`config.mk`:
```
export PLATFORM = sky130hd
export DESIGN_NAME = reload_fade_mute_envelope_flat
export DESIGN_NICKNAME = d
export VERILOG_FILES = /design/src/rtl/core/rfme_pkg.sv /design/src/rtl/core/rfme_channels.sv /design/src/rtl/core/reload_fade_mute_envelope.sv /design/src/rtl/core/rfme_ctrl.sv /design/src/rtl/core/rfme_scaler.sv /design/src/flat_wrapper.sv
export SDC_FILE = /design/constraint.sdc
export NUM_CORES = 1
export LEC_CHECK = 0
export BUFFER_PORTS_ARGS = -buffer_cell sky130_fd_sc_hd__buf_2
export CAP_MARGIN = 5
export CORE_MARGIN = 2
export CORE_UTILIZATION = 40
export CTS_CLUSTER_SIZE = 16
export DETAILED_ROUTE_END_ITERATION = 10
export PLACE_DENSITY = 0.61
export SKIP_LAST_GASP = 1
export SYNTH_ARGS = -nofsm -noshare
export SYNTH_HDL_FRONTEND = slang
export SYNTH_SLANG_ARGS = --single-unit
```
`constraint.sdc`:
```
create_clock -name clock -period 8.6 [get_ports clock]
set_input_delay 0.43 -clock clock [delete_from_list [all_inputs] [get_ports clock]]
set_output_delay 0.43 -clock clock [all_outputs]
set_load 0.03 [all_outputs]
```
`src/rtl/core/rfme_pkg.sv`:
```
// Shared constants and types for the reload fade and mute envelope.
package rfme_pkg;

   // Sample and fade geometry.
   localparam int SAMPLE_BITS  = 24;
   localparam int FADE_SAMPLES = 128;
   localparam int FADE_SHIFT   = $clog2(FADE_SAMPLES);
   localparam int GAIN_BITS    = $clog2(FADE_SAMPLES + 1);
   localparam int HOLD_BITS    = 21;
   localparam int PHASE_BITS   = 2;

   // Full-scale gain, which passes a sample unchanged.
   localparam logic [GAIN_BITS-1:0] GAIN_UNITY = GAIN_BITS'(FADE_SAMPLES);

   // Envelope phases, as reported on the result channel.
   localparam logic [PHASE_BITS-1:0] PH_IDLE = 2'd0;
   localparam logic [PHASE_BITS-1:0] PH_OUT  = 2'd1;
   localparam logic [PHASE_BITS-1:0] PH_HOLD = 2'd2;
   localparam logic [PHASE_BITS-1:0] PH_IN   = 2'd3;

   typedef logic signed [SAMPLE_BITS-1:0] sample_type;

   // One frame after the gain has been chosen, ahead of the multiply.
   typedef struct packed {
      sample_type                  left;
      sample_type                  right;
      logic [GAIN_BITS-1:0]        gain;
      logic                        pulse;
      logic [PHASE_BITS-1:0]       phase;
   } frame_type;

endpackage

```
`src/rtl/core/rfme_channels.sv`:
```
// Channel interfaces for the frame input, the result output and the register write.

// Input frame channel.
interface rfme_req_if;
   logic                       valid;
   logic                       ready;
   rfme_pkg::sample_type       left_in;
   rfme_pkg::sample_type       right_in;
   logic                       reload_level;

   modport source (output valid, output left_in, output right_in, output reload_level,
                   input ready);
   modport sink   (input valid, input left_in, input right_in, input reload_level,
                   output ready);
endinterface

// Result frame channel.
interface rfme_rsp_if;
   logic                                  valid;
   logic                                  ready;
   rfme_pkg::sample_type                  left_out;
   rfme_pkg::sample_type                  right_out;
   logic                                  reload_pulse;
   logic [rfme_pkg::PHASE_BITS-1:0]       phase_out;

   modport source (output valid, output left_out, output right_out, output reload_pulse,
                   output phase_out, input ready);
   modport sink   (input valid, input left_out, input right_out, input reload_pulse,
                   input phase_out, output ready);
endinterface

// Register write channel for hold_samples.
interface rfme_csr_if;
   logic                               valid;
   logic                               ready;
   logic [rfme_pkg::HOLD_BITS-1:0]     hold_samples;

   modport source (output valid, output hold_samples, input ready);
   modport sink   (input valid, input hold_samples, output ready);
endinterface

```
`src/rtl/core/reload_fade_mute_envelope.sv`:
```
// Top level of the reload fade and mute envelope for a stereo frame stream.
//
//   Channel   Direction  Contents
//   req_bus   in         left_in, right_in (Q1.23), reload_level
//   rsp_bus   out        left_out, right_out (Q1.23), reload_pulse, phase_out
//   csr_bus   in         hold_samples (21 bits), always ready
//
// One frame is accepted per cycle while rsp_bus takes its results; a frame passes
// through the input stage register and then the result register before it is valid.
// The envelope counters update at acceptance, then one multiply per channel
// sits between the input stage register and the result register.
// Reset clears the phase, counters, level latch and hold_samples, and empties both stages.
// When the result is not taken, the input stage still fills once before req_bus.ready drops.
module reload_fade_mute_envelope (
   input  logic         clock,
   input  logic         reset,
   rfme_req_if.sink     req_bus,
   rfme_rsp_if.source   rsp_bus,
   rfme_csr_if.sink     csr_bus
);

   logic                  stage_valid;
   logic                  stage_advance;
   rfme_pkg::frame_type   stage_frame;
   logic                  req_fire;

   // The input stage takes a beat when empty or when it moves on this cycle.
   assign req_bus.ready = !stage_valid || stage_advance;
   assign req_fire      = req_bus.valid && req_bus.ready;
   assign csr_bus.ready = 1'b1;

   rfme_ctrl u_ctrl (
      .clock         (clock),
      .reset         (reset),
      .csr_write     (csr_bus.valid),
      .csr_hold      (csr_bus.hold_samples),
      .req_fire      (req_fire),
      .req_left      (req_bus.left_in),
      .req_right     (req_bus.right_in),
      .req_level     (req_bus.reload_level),
      .stage_advance (stage_advance),
      .stage_valid   (stage_valid),
      .stage_frame   (stage_frame)
   );

   rfme_scaler u_scaler (
      .clock         (clock),
      .reset         (reset),
      .stage_valid   (stage_valid),
      .stage_frame   (stage_frame),
      .stage_advance (stage_advance),
      .rsp_bus       (rsp_bus)
   );

endmodule

```
`src/rtl/core/rfme_ctrl.sv`:
```
// Envelope sequencer: edge detection, phase counters, gain choice and the input stage register.
module rfme_ctrl (
   input  logic                             clock,
   input  logic                             reset,
   input  logic                             csr_write,
   input  logic [rfme_pkg::HOLD_BITS-1:0]   csr_hold,
   input  logic                             req_fire,
   input  rfme_pkg::sample_type             req_left,
   input  rfme_pkg::sample_type             req_right,
   input  logic                             req_level,
   input  logic                             stage_advance,
   output logic                             stage_valid,
   output rfme_pkg::frame_type              stage_frame
);

   logic [rfme_pkg::HOLD_BITS-1:0]    hold_samples_ff;
   logic [rfme_pkg::PHASE_BITS-1:0]   phase_ff, phase_in;
   logic [rfme_pkg::GAIN_BITS-1:0]    fade_count_ff, fade_count_in;
   logic [rfme_pkg::HOLD_BITS-1:0]    hold_count_ff, hold_count_in;
   logic                              latch_ff;
   logic                              stage_valid_ff, stage_valid_in;
   rfme_pkg::frame_type               frame_ff, frame_in;

   logic [rfme_pkg::PHASE_BITS-1:0]   cur_phase;
   logic [rfme_pkg::GAIN_BITS-1:0]    cur_fade;
   logic [rfme_pkg::GAIN_BITS-1:0]    fade_dec;
   logic [rfme_pkg::HOLD_BITS-1:0]    hold_dec;
   logic                              start_fade;

   // A rising edge of the level while idle opens a fade-out.
   assign start_fade = req_level && !latch_ff && (phase_ff == rfme_pkg::PH_IDLE);
   assign cur_phase  = start_fade ? rfme_pkg::PH_OUT : phase_ff;
   assign cur_fade   = start_fade ? rfme_pkg::GAIN_UNITY : fade_count_ff;
   assign fade_dec   = (cur_fade != '0) ? cur_fade - 1'b1 : cur_fade;
   assign hold_dec   = (hold_count_ff != '0) ? hold_count_ff - 1'b1 : hold_count_ff;

   // Gain for this frame and the next phase and counter values.
   always_comb begin
      phase_in       = cur_phase;
      fade_count_in  = cur_fade;
      hold_count_in  = hold_count_ff;
      frame_in.left  = req_left;
      frame_in.right = req_right;
      frame_in.gain  = rfme_pkg::GAIN_UNITY;
      frame_in.pulse = 1'b0;
      frame_in.phase = cur_phase;
      unique case (cur_phase)
         rfme_pkg::PH_OUT: begin
            frame_in.gain = cur_fade;
            fade_count_in = fade_dec;
            if (fade_dec == '0) begin
               frame_in.pulse = 1'b1;
               phase_in       = rfme_pkg::PH_HOLD;
               hold_count_in  = hold_samples_ff;
            end
         end
         rfme_pkg::PH_HOLD: begin
            frame_in.gain = '0;
            hold_count_in = hold_dec;
            if (hold_dec == '0) begin
               phase_in      = rfme_pkg::PH_IN;
               fade_count_in = rfme_pkg::GAIN_UNITY;
            end
         end
         rfme_pkg::PH_IN: begin
            frame_in.gain = rfme_pkg::GAIN_UNITY - cur_fade;
            fade_count_in = fade_dec;
            if (fade_dec == '0) begin
               phase_in = rfme_pkg::PH_IDLE;
            end
         end
         default: begin
            frame_in.gain = rfme_pkg::GAIN_UNITY;
         end
      endcase
   end

   // The stage fills on an accepted beat and empties when the scaler takes it.
   assign stage_valid_in = req_fire || (stage_valid_ff && !stage_advance);

   // Control state.
   always_ff @(posedge clock) begin
      if (reset) begin
         hold_samples_ff <= '0;
         phase_ff        <= rfme_pkg::PH_IDLE;
         fade_count_ff   <= '0;
         hold_count_ff   <= '0;
         latch_ff        <= 1'b0;
         stage_valid_ff  <= 1'b0;
      end else begin
         stage_valid_ff <= stage_valid_in;
         if (csr_write) begin
            hold_samples_ff <= csr_hold;
         end
         if (req_fire) begin
            phase_ff      <= phase_in;
            fade_count_ff <= fade_count_in;
            hold_count_ff <= hold_count_in;
            latch_ff      <= req_level;
         end
      end
   end

   // Frame payload.
   always_ff @(posedge clock) begin
      if (req_fire) begin
         frame_ff <= frame_in;
      end
   end

   assign stage_valid = stage_valid_ff;
   assign stage_frame = frame_ff;

endmodule

```
`src/rtl/core/rfme_scaler.sv`:
```
// Gain multiply for both channels and the result register.
module rfme_scaler (
   input  logic                  clock,
   input  logic                  reset,
   input  logic                  stage_valid,
   input  rfme_pkg::frame_type   stage_frame,
   output logic                  stage_advance,
   rfme_rsp_if.source            rsp_bus
);

   localparam int PROD_BITS = rfme_pkg::SAMPLE_BITS + rfme_pkg::GAIN_BITS + 1;

   logic signed [PROD_BITS-1:0]  left_prod, right_prod;
   logic signed [PROD_BITS-1:0]  left_shift, right_shift;
   logic signed [rfme_pkg::GAIN_BITS:0] gain_s;

   logic                              valid_ff, valid_in;
   rfme_pkg::sample_type              left_ff, right_ff;
   logic                              pulse_ff;
   logic [rfme_pkg::PHASE_BITS-1:0]   phase_ff;

   // Gain is g / FADE_SAMPLES; the arithmetic shift rounds toward minus infinity.
   // Full-scale gain reproduces the sample exactly.
   assign gain_s      = $signed({1'b0, stage_frame.gain});
   assign left_prod   = PROD_BITS'(stage_frame.left) * PROD_BITS'(gain_s);
   assign right_prod  = PROD_BITS'(stage_frame.right) * PROD_BITS'(gain_s);
   assign left_shift  = left_prod >>> rfme_pkg::FADE_SHIFT;
   assign right_shift = right_prod >>> rfme_pkg::FADE_SHIFT;

   // The result register loads when empty or when its beat is taken.
   assign stage_advance = stage_valid && (!valid_ff || rsp_bus.ready);
   assign valid_in      = stage_advance || (valid_ff && !rsp_bus.ready);

   always_ff @(posedge clock) begin
      if (reset) begin
         valid_ff <= 1'b0;
      end else begin
         valid_ff <= valid_in;
      end
   end

   always_ff @(posedge clock) begin
      if (stage_advance) begin
         left_ff  <= left_shift[rfme_pkg::SAMPLE_BITS-1:0];
         right_ff <= right_shift[rfme_pkg::SAMPLE_BITS-1:0];
         pulse_ff <= stage_frame.pulse;
         phase_ff <= stage_frame.phase;
      end
   end

   assign rsp_bus.valid        = valid_ff;
   assign rsp_bus.left_out     = left_ff;
   assign rsp_bus.right_out    = right_ff;
   assign rsp_bus.reload_pulse = pulse_ff;
   assign rsp_bus.phase_out    = phase_ff;

endmodule
```
`src/flat_wrapper.sv`:
```
// flat-port wrapper written by rule: the top's interface ports become plain ports
module reload_fade_mute_envelope_flat 
  (clock, reset, req_bus_valid, req_bus_left_in, req_bus_right_in, req_bus_reload_level, req_bus_ready, rsp_bus_valid, rsp_bus_left_out, rsp_bus_right_out, rsp_bus_reload_pulse, rsp_bus_phase_out, rsp_bus_ready, csr_bus_valid, csr_bus_hold_samples, csr_bus_ready);
  rfme_req_if req_bus_i ();
  rfme_rsp_if rsp_bus_i ();
  rfme_csr_if csr_bus_i ();
  input  logic clock;
  input  logic reset;
  input wire logic [$bits(req_bus_i.valid)-1:0] req_bus_valid;
  input wire logic [$bits(req_bus_i.left_in)-1:0] req_bus_left_in;
  input wire logic [$bits(req_bus_i.right_in)-1:0] req_bus_right_in;
  input wire logic [$bits(req_bus_i.reload_level)-1:0] req_bus_reload_level;
  output wire logic [$bits(req_bus_i.ready)-1:0] req_bus_ready;
  output wire logic [$bits(rsp_bus_i.valid)-1:0] rsp_bus_valid;
  output wire logic [$bits(rsp_bus_i.left_out)-1:0] rsp_bus_left_out;
  output wire logic [$bits(rsp_bus_i.right_out)-1:0] rsp_bus_right_out;
  output wire logic [$bits(rsp_bus_i.reload_pulse)-1:0] rsp_bus_reload_pulse;
  output wire logic [$bits(rsp_bus_i.phase_out)-1:0] rsp_bus_phase_out;
  input wire logic [$bits(rsp_bus_i.ready)-1:0] rsp_bus_ready;
  input wire logic [$bits(csr_bus_i.valid)-1:0] csr_bus_valid;
  input wire logic [$bits(csr_bus_i.hold_samples)-1:0] csr_bus_hold_samples;
  output wire logic [$bits(csr_bus_i.ready)-1:0] csr_bus_ready;
  assign req_bus_i.valid = req_bus_valid;
  assign req_bus_i.left_in = req_bus_left_in;
  assign req_bus_i.right_in = req_bus_right_in;
  assign req_bus_i.reload_level = req_bus_reload_level;
  assign req_bus_ready = req_bus_i.ready;
  assign rsp_bus_valid = rsp_bus_i.valid;
  assign rsp_bus_left_out = rsp_bus_i.left_out;
  assign rsp_bus_right_out = rsp_bus_i.right_out;
  assign rsp_bus_reload_pulse = rsp_bus_i.reload_pulse;
  assign rsp_bus_phase_out = rsp_bus_i.phase_out;
  assign rsp_bus_i.ready = rsp_bus_ready;
  assign csr_bus_i.valid = csr_bus_valid;
  assign csr_bus_i.hold_samples = csr_bus_hold_samples;
  assign csr_bus_ready = csr_bus_i.ready;
  reload_fade_mute_envelope u_core (.clock(clock), .reset(reset), .req_bus(req_bus_i), .rsp_bus(rsp_bus_i), .csr_bus(csr_bus_i));
endmodule
```
* Word-level counts from Yosys, hierarchy flattened *
Cells that the tools add are included.

cells by class
  $add $sub $neg = 3
  $mul = 2
  eq/ne operators = 4
  mux-type cells = 14
  reductions and logical operators = 23

operator list
  operator                                              count
  multiplier 24 x 9 -> 31 bit                           2
  2-to-1 mux 21 bit                                     2
  case mux 21 bit (2 select lines)                      1
  2-to-1 mux 8 bit                                      3
  case mux 8 bit (3 select lines)                       1
  logical NOT 21 bit                                    1
  nonzero test 21 bit                                   1
  subtractor 21 x 1 -> 21 bit (second input constant)   1
  case mux 8 bit (2 select lines)                       1
  logical NOT 8 bit                                     1
  2-to-1 mux 2 bit                                      4
  nonzero test 8 bit                                    1
  subtractor 8 x 1 -> 8 bit (second input constant)     1
  subtractor 8 bit (first input constant)               1
  logical AND 1 bit                                     6
  case mux 2 bit (3 select lines)                       1
  logical NOT 1 bit                                     5
  equality test 2 bit (second input constant)           2
  logical OR 1 bit                                      4
  AND reduction 3 bit                                   1
  equality test 2 x 1 -> 1 bit (second input constant)  1
  logical NOT 2 bit                                     1
  != test 2 bit (second input constant)                 1
  nonzero test 2 bit                                    1
  other kinds (2)                                       2

word-level totals
  bits in registers = 165
  input port bits = 75
  output and inout bits = 54

* Depth between registers and ports, before layout *
Gate-level depths: netlist of run 1.

  word-level depth = 9
  mapped depth = 20

* Modules after synthesis *
A second synthesis of run 1 with hierarchy kept.

second synthesis, totals
  cells, all modules = 1,976
  area, all modules = 19,103.3 um^2

modules (own cells, without submodules)
  module                     times used  cells an instance  area each (um^2)  seq. area each (um^2)
  rfme_scaler                1           1,469              13,839.5          1,551.5
  rfme_ctrl                  1           503                5,230.0           2,852.7
  reload_fade_mute_envelope  1           4                  33.8              0.0

* Worst setup path after synthesis of run 1 *
Ideal clock, no wire load.

  path type = reg-to-reg
  start = register u_core.u_ctrl.frame_ff, in the netlist u_core.u_ctrl.stage_frame[4]
  end = register u_core.u_scaler.right_ff[18] (netlist: u_core.u_scaler.rsp_bus.right_out[18]), data pin
  arrival time = 5.200 ns
  setup slack = 3.141 ns
  stages on the path, launching flop included = 20
  period minus slack after synthesis = 5.459 ns
  cell sequence = edfxtp_1 clkbuf_1 clkbuf_1 nand2_1 fa_1 inv_1 fa_1 fa_1 inv_1 fa_1 inv_1 ha_1 and2_1 a221o_1 a221oi_1 o211a_1 o21ai_0 a41o_1 a21oi_1 xnor2_1

on the way
  word-level cells in the longest chain between the ends = 1

RTL lines
  what                                RTL line           RTL
  from (decl)                         rfme_ctrl.sv:22    rfme_pkg::frame_type frame_ff, frame_in;
  from (signal assigned)              rfme_ctrl.sv:107   frame_ff <= frame_in;
  multiplier 24 x 9 -> 31 bit         rfme_scaler.sv:26  assign right_prod = PROD_BITS'(stage_frame.right) * PROD_BITS'(gain_s);
  via u_core.u_scaler.right_prod[25]  rfme_scaler.sv:13  logic signed [PROD_BITS-1:0] left_prod, right_prod;
  to (signal assigned)                rfme_scaler.sv:45  right_ff <= right_shift[rfme_pkg::SAMPLE_BITS-1:0];
  to (decl)                           rfme_scaler.sv:18  rfme_pkg::sample_type left_ff, right_ff;

The timed path passes the listed nets, and every way through them passes these cells.
A chain may end at the register's enable or synchronous reset.

* Final worst setup path of run 1 *
  start = register u_core.u_ctrl.frame_ff, in the netlist u_core.u_ctrl.stage_frame[7]
  end = register u_core.u_scaler.right_ff[18] (netlist: u_core.u_scaler.rsp_bus.right_out[18]), data pin

The elaborated chain is that of the path after synthesis.

==> results.md, run 1 <==
- Status: complete, no violations
- Non-filler cells, final: about 2700
- 1st-iter DRT viols: 691
- Layout area overhead: 9.622%
- Final hold vios: 0
- Largest stage delay on the critical path: just under 1000 ps
- DR vias: 13399
- H-tree Lvls: 4
- Post-synth EDFFs: 110
- Post-route setup slack: 2121 ps
- Max capacitance violation total: 0
- Power Density: 229.1 nW/um^2
- Area after DPL: 20040 sq um
- Worst vdd ir: 0.1639 mV
- Post-Synthesis Cells: 1976
- Syn Nets: 2455
- Slew Viols, Final: 0
- Synthesized area: 18820 sq um
- Netlist cell types: 76
- Final wirelength: roughly 42000 um
- CP endpoint kind: register
- Finished Cell Area: 20630 sq um
- Io pins: between 100 and 150
- Cell taking the most area after synthesis: fa_1
- Tot Pwr: 4.725 mW
- Grt ovf: 0
- Max-Slew Margin vs Limit: 0.2248
- N_diodes: 0
- Placed cells: between 2000 and 3000
- Die ar.: approximately 49000 sq um
- Crit-path most repeated cell: fa_1
- Hold WC Path Type: input pin to register
- Post-cts repair resize count: 0
- Pre-Repair DR Iteration Count: 7
- Worst-path cell chain: buf_4 > and2_1 > fa_1 > fa_1 > fa_1 > inv_1 > fa_1 > inv_1 > ha_1 > and2_1 > a221o_1 > a221oi_1 > o211a_1 > o21ai_0 > a41o_1 > a21oi_1 > xnor2_1
- Yosys warns: 0
- Fmax: between 150 and 200 MHz
- Sum Neg Setup Slack: 0 ps
- Most frequent cells in the layout: inv_1, fa_1, nand2_1, and2_1, buf_2
- Hpwl dp: between 30000 and 40000 um
- Layout cells sized above 1: 0.09200
- Pleak: 9.798 nW
- Core area: about 46000 sq um
- Crit Path Class: register to register
- Final setup violation count: 0
- Antenna viol nets, final: 0
- Clock insertion delay at the later pin of the skew report: 490 ps
- Clk root buf: clkbuf_16
- Total GRT Usage: 0.1820
- Most used flip-flop cell after synthesis: edfxtp_1
- Vias in the first global route: 14300
- CTS tree: built
- Setup crit start kind: register
- Initial antenna violation count: 1
- Hold WS: between 100 and 150 ps
- Final GP Congestion: 0.8596
- Yosys top cell area share: 0.3064
- Vias per cell: 4.994
- Max Root-Sink Buffers: 2
- Req. time, crit path: 8840 ps
- CTS hold repair buffers: 0
- Port bufs: ~130
- # rows: 79
- Max Fanout on Critical Path: 28
- Part of the cycle the worst path needs: 0.7533
- Top post-synthesis cells by area: fa_1, edfxtp_1, ha_1
- Setup slack at placement: roughly 2100 ps
- Final clock skew: 11.18 ps
- Critical-path top delay cell: edfxtp_1
- Sequential share of the synthesized area: 0.2341
- Ys async rst share: 0
- Die Span Y: around 220 um
- DIE WIDTH: 220.9 um
- Starting Density: 0.4050
- Clk sinks: 165
- Largest net degree at the start of global routing: 63
- RSZ-0062 raised after global routing: false
- Postcts setup bufs: 0
- Num CTS Buffers: 17
- Worst-margin pin slew: 1160 ps
- Final core occ: 0.4440
- Final min period: 6479 ps
- Global-route wire length before repair: approximately 72000 um
- DRC Markers: 0
- Flops & latches, synth: 165
- Mapped Avg Cell Area: around 9.5 sq um
- Routed length per instance: 15.64 um
- Clk slew on worst S/H paths: 70 ps
- Arrival time of the worst setup path: 6720 ps
- Commonest non-fill, non-tap cell in the layout: inv_1
- NumNets Final: 2542
-- report_power, final --
part           switching (mW)  internal [mW]  leakage, nW  total [mW]
Sequential             0.0821           1.12         1.51        1.20
Clock                   0.373          0.423        0.297       0.796
Combinational            1.61           1.12         8.00        2.73
Total                    2.06           2.66         9.80        4.72
-- cell usage after synthesis, drive strengths merged, types with 27 or more instances --
cell and instances:
clkbuf 64, dfxtp 55, a21oi 66, mux2i 27
and2 214, nor2 86, inv 377, ha 116
o21ai 45, nand2 239, edfxtp 110, fa 288
xnor2 42
-- cell type report --
type	count	area, sq um
clock buffers	18	450.4
well taps	607	759.5
repair buffers	142	748.2
inverters	379	1423
fillers	4529	25830
multi-input cells	1358	12710
flip-flops and latches	165	4404
clock inverters	14	136.4
-- worst paths after layout --
kind / from / end / slack, ps / depth (start not counted)
worst min-delay path: req_bus_right_in[10] / u_core.u_ctrl.stage_frame[21]$_DFFE_PP_ / 110 / 1
worst max-delay path: u_core.u_ctrl.stage_frame[7]$_DFFE_PP_ / u_core.u_scaler.rsp_bus.right_out[18]$_DFFE_PP_ / 2120 / 17
worst max register to register: u_core.u_ctrl.stage_frame[7]$_DFFE_PP_ / u_core.u_scaler.rsp_bus.right_out[18]$_DFFE_PP_ / 2120 / 17
worst min register to register: u_core.u_ctrl.stage_frame[0]$_DFFE_PP_ / u_core.u_scaler.rsp_bus.phase_out[0]$_DFFE_PP_ / 470 / 0
-- sequential cells by signal, indices dropped and copies added, names as in the netlist, 2 cells and up --
| name | count |
|---|---|
| u_core.u_ctrl.fade_count_ff | 8 |
| u_core.u_scaler.rsp_bus.left_out | 24 |
| u_core.u_scaler.rsp_bus.phase_out | 2 |
| u_core.u_ctrl.phase_ff | 2 |
| u_core.u_ctrl.stage_frame | 59 |
| u_core.u_scaler.rsp_bus.right_out | 24 |
| u_core.u_ctrl.hold_count_ff | 21 |
| u_core.u_ctrl.hold_samples_ff | 21 |
-- cells by family (layout without fill, tap and decap cells) --
logic type                 Yosys count  count (layout)  share of synthesized area
AOI/OAI and AO/OA                  208             208                    0.07088
xor gates and xnor gates            65              65                    0.03025
adders and majority gates          404             404                     0.3835
buffers and inverters              453             553                    0.09110
DFF                                165             165                     0.2341
muxes                               27              27                    0.01436
other                                1               1                  0.0001993
and+or+nand+nor                    653             653                     0.1756
-- metal layers --
layer,track usage,part of all wire,vias up
met5,0,0.00031,-
met4,0.05434,0.018,2
met3,0.03824,0.041,45
met2,0.3091,0.50,269
met1,0.2339,0.44,6704
li1,-,-,6379
-- critical path, delay by kind of cell (launching register included) --
kind / cells / cell delay [ps]
adder cells (fa/ha/maj): 5 / 2230
AO/OA/AOI/OAI: 6 / 1990
flip-flops: 1 / 980
buffers and inverters: 3 / 480
AND/OR/NAND/NOR: 2 / 400
XOR/XNOR: 1 / 100
(Power assumes the default switching activity.)
==> inputs of run 2 (changes only) <==
Settings changed: PLACE_DENSITY 0.61 to 0.63.
Clock period 8.6 ns to 5.6 ns, I/O delays scaled along.
==> results.md, run 2 (synthesis results as in run 1) <==
- CTS tree: built
- # rows: 79
- Layout cells sized above 1: 0.1047
- Antenna viol nets, final: 0
- Critical R2R Launch: u_core.u_ctrl.stage_frame[6]$_DFFE_PP_
- Fillers: 4360
- Vias per cell: 4.936
- Die ar.: 48790 sq um
- Fmax: roughly 190 MHz
- Max capacitance violation total: 0
- Final min period: 5348 ps
- Area of the multi-input gates: ~13000 sq um
- Part of the cycle the worst path needs: 0.9550
- Final setup violation count: 0
- Reg2Reg Depth: 18
- Max Fanout on Critical Path: 22
- Die Span Y: 220.9 um
- Starting Density: 0.4050
- 1st-iter DRT viols: 731
- Global-route wire length before repair: around 73000 um
- Pre-Repair DR Iteration Count: 6
- Final GP Congestion: between 0.8 and 0.9
- Vias in the first global route: ~15000
- DR vias: approximately 14000
- Register area: 4404 sq um
- Hold path cells: 3
- Setup crit start kind: register
- Clk root buf: clkbuf_16
- Port bufs: approximately 130
- Top cell family by delay on the critical path: adder cells
- Largest net degree at the start of global routing: 63
- Max reg flops: 59
- Initial antenna violation count: 1
- Worst-path cell chain: buf_12 > and2_1 > fa_1 > inv_1 > fa_1 > fa_1 > fa_1 > inv_1 > ha_1 > and2_1 > a221o_1 > a221oi_1 > buf_4 > o211a_4 > o21ai_0 > a41o_1 > a21oi_2 > xnor2_1
- Crit Path Class: register to register
- Hold Path Sink: u_core.u_ctrl.hold_samples_ff[9]$_SDFFE_PP0P_
- Crit-path most repeated cell: fa_1
- Max Root-Sink Buffers: 2
- Placed cells: 2674
- Routed length per instance: ~15 um
- Non-filler cells, final: between 2000 and 3000
- Pleak: 10.25 nW
- Clk slew on worst S/H paths: ~70 ps
- Total GRT Usage: 0.1847
- DIE WIDTH: 220.9 um
- Critical-path top delay cell: fa_1
- Clk sinks: around 170
- CP endpoint kind: register
- Status: complete, no violations
- Clock insertion delay at the later pin of the skew report: 500 ps
- Worst hold start: csr_bus_hold_samples[9]
- Worst-margin pin slew: 978.1 ps
- Final hold vios: 0
- Final clock skew: 10.70 ps
- Num CTS Buffers: 17
- Req. time, crit path: 5840 ps
- Reg2Reg Capture Point: u_core.u_scaler.rsp_bus.right_out[18]$_DFFE_PP_
- Power Density: 343.0 nW/um^2
- Arrival time of the worst setup path: approximately 5600 ps
- R2R setup slack: 250 ps
- Io pins: 129
- Hpwl dp: 32670 um
- NumNets Final: 2635
- Setup slack at placement: 36.17 ps
- Final wirelength: 42680 um
- N_diodes: 0
- Largest stage delay on the critical path: 540 ps
- Commonest non-fill, non-tap cell in the layout: inv_1
- H-tree Lvls: 4
- Core area: 46460 sq um
- Layout area overhead: 15.23%
- Slew Viols, Final: 0
- Max-Slew Margin vs Limit: 0.3410
- Most frequent cells in the layout: inv_1, fa_1, nand2_1, and2_1, buf_2
- DRC Markers: 0
- Post-route setup slack: between 200 and 300 ps
- Grt ovf: 0
- Critical path buffers and inverters: 4
- Worst vdd ir: between 0.2 and 0.25 mV
- Hold WC Path Type: input pin to register
-- run 2: changes by cell type in the layout (fill, tap and decap cells not counted), sizes merged --
| cell | delta |
|---|---|
| buf | +27 |
| clkinvlp | +1 |
| dlygate4sd3 | +65 |
-- run 2: where the power goes --
part	internal, mW	total (mW)	switching, mW
clock network	0.630	1.22	0.587
registers	1.72	1.83	0.113
logic	1.85	4.39	2.54
-- run 2: final cells by class --
cell class / instances / share of cell area
multi-input cells: 1358 / 0.5880
repair buffers: 235 / 0.08113
inverters: 379 / 0.06561
flip-flops and latches: 165 / 0.2031
well taps: 607 / 0.03503
clock inverters: 15 / 0.007501
clock buffers: 17 / 0.01962
-- run 2: how the worst max path moves through the flow --
| stage | slack (ps) | end | from | depth (start not counted) |
|---|---|---|---|---|
| 2_1_floorplan | 140 | u_core.u_scaler.rsp_bus.right_out[18]$_DFFE_PP_ | u_core.u_ctrl.stage_frame[4]$_DFFE_PP_ | 19 |
| 3_3_place_gp | 130 | u_core.u_scaler.rsp_bus.right_out[18]$_DFFE_PP_ | u_core.u_ctrl.stage_frame[3]$_DFFE_PP_ | 20 |
| 3_5_place_dp | 40 | u_core.u_scaler.rsp_bus.right_out[18]$_DFFE_PP_ | u_core.u_ctrl.stage_frame[3]$_DFFE_PP_ | 20 |
| 4_1_cts | 20 | u_core.u_scaler.rsp_bus.left_out[22]$_DFFE_PP_ | u_core.u_ctrl.stage_frame[3]$_DFFE_PP_ | 19 |
| 5_1_grt | -7 | u_core.u_scaler.rsp_bus.left_out[18]$_DFFE_PP_ | u_core.u_ctrl.stage_frame[3]$_DFFE_PP_ | 20 |
| 6_report | 250 | u_core.u_scaler.rsp_bus.right_out[18]$_DFFE_PP_ | u_core.u_ctrl.stage_frame[6]$_DFFE_PP_ | 18 |
-- run 2: timing repair --
| action | CTS | global route |
|---|---|---|
| setup buffers | 0 | 4 |
| resized for setup | 1 | 18 |
| pin swaps | 0 | 1 |
| endpoints found under the setup margin | 1 | 14 |
| gates cloned | 0 | 1 |
| hold buffers | 65 | 0 |
| hold endpoints to repair | 65 | 0 |
-- run 2: stage by stage --
step	power, mW	setup TNS, ps	hold WS [ps]	util	instance area [sq um]
after CTS	7.472	0	0.09853	0.4640	21560
final	7.437	0	31.15	0.4667	21680
after detailed placement	6.167	0	410.7	0.4372	20310
after global placement	6.077	0	407.2	0.4372	20310
after floorplan	5.094	0	378.9	-	18820
after global routing	8.114	-6.840	36.35	0.4667	21680
-- run 2: worst reg2reg max path: stages (launching register included) --
cell and delay (ps):
edfxtp_1 440, buf_12 190, and2_1 180, fa_1 530
inv_1 50, fa_1 540, fa_1 430, fa_1 500
inv_1 40, ha_1 310, and2_1 180, a221o_1 340
a221oi_1 310, buf_4 190, o211a_4 210, o21ai_0 130
a41o_1 300, a21oi_2 160, xnor2_1 70
-- run 2: metal layers --
| layer | part of all wire | GRT usage | vias up |
|---|---|---|---|
| met3 | 0.047 | 0.04223 | 57 |
| met2 | 0.50 | 0.3089 | 269 |
| met4 | 0.022 | 0.06387 | 2 |
| met5 | 0.00030 | 0 | - |
| met1 | 0.44 | 0.2355 | 6802 |
| li1 | - | - | 6571 |
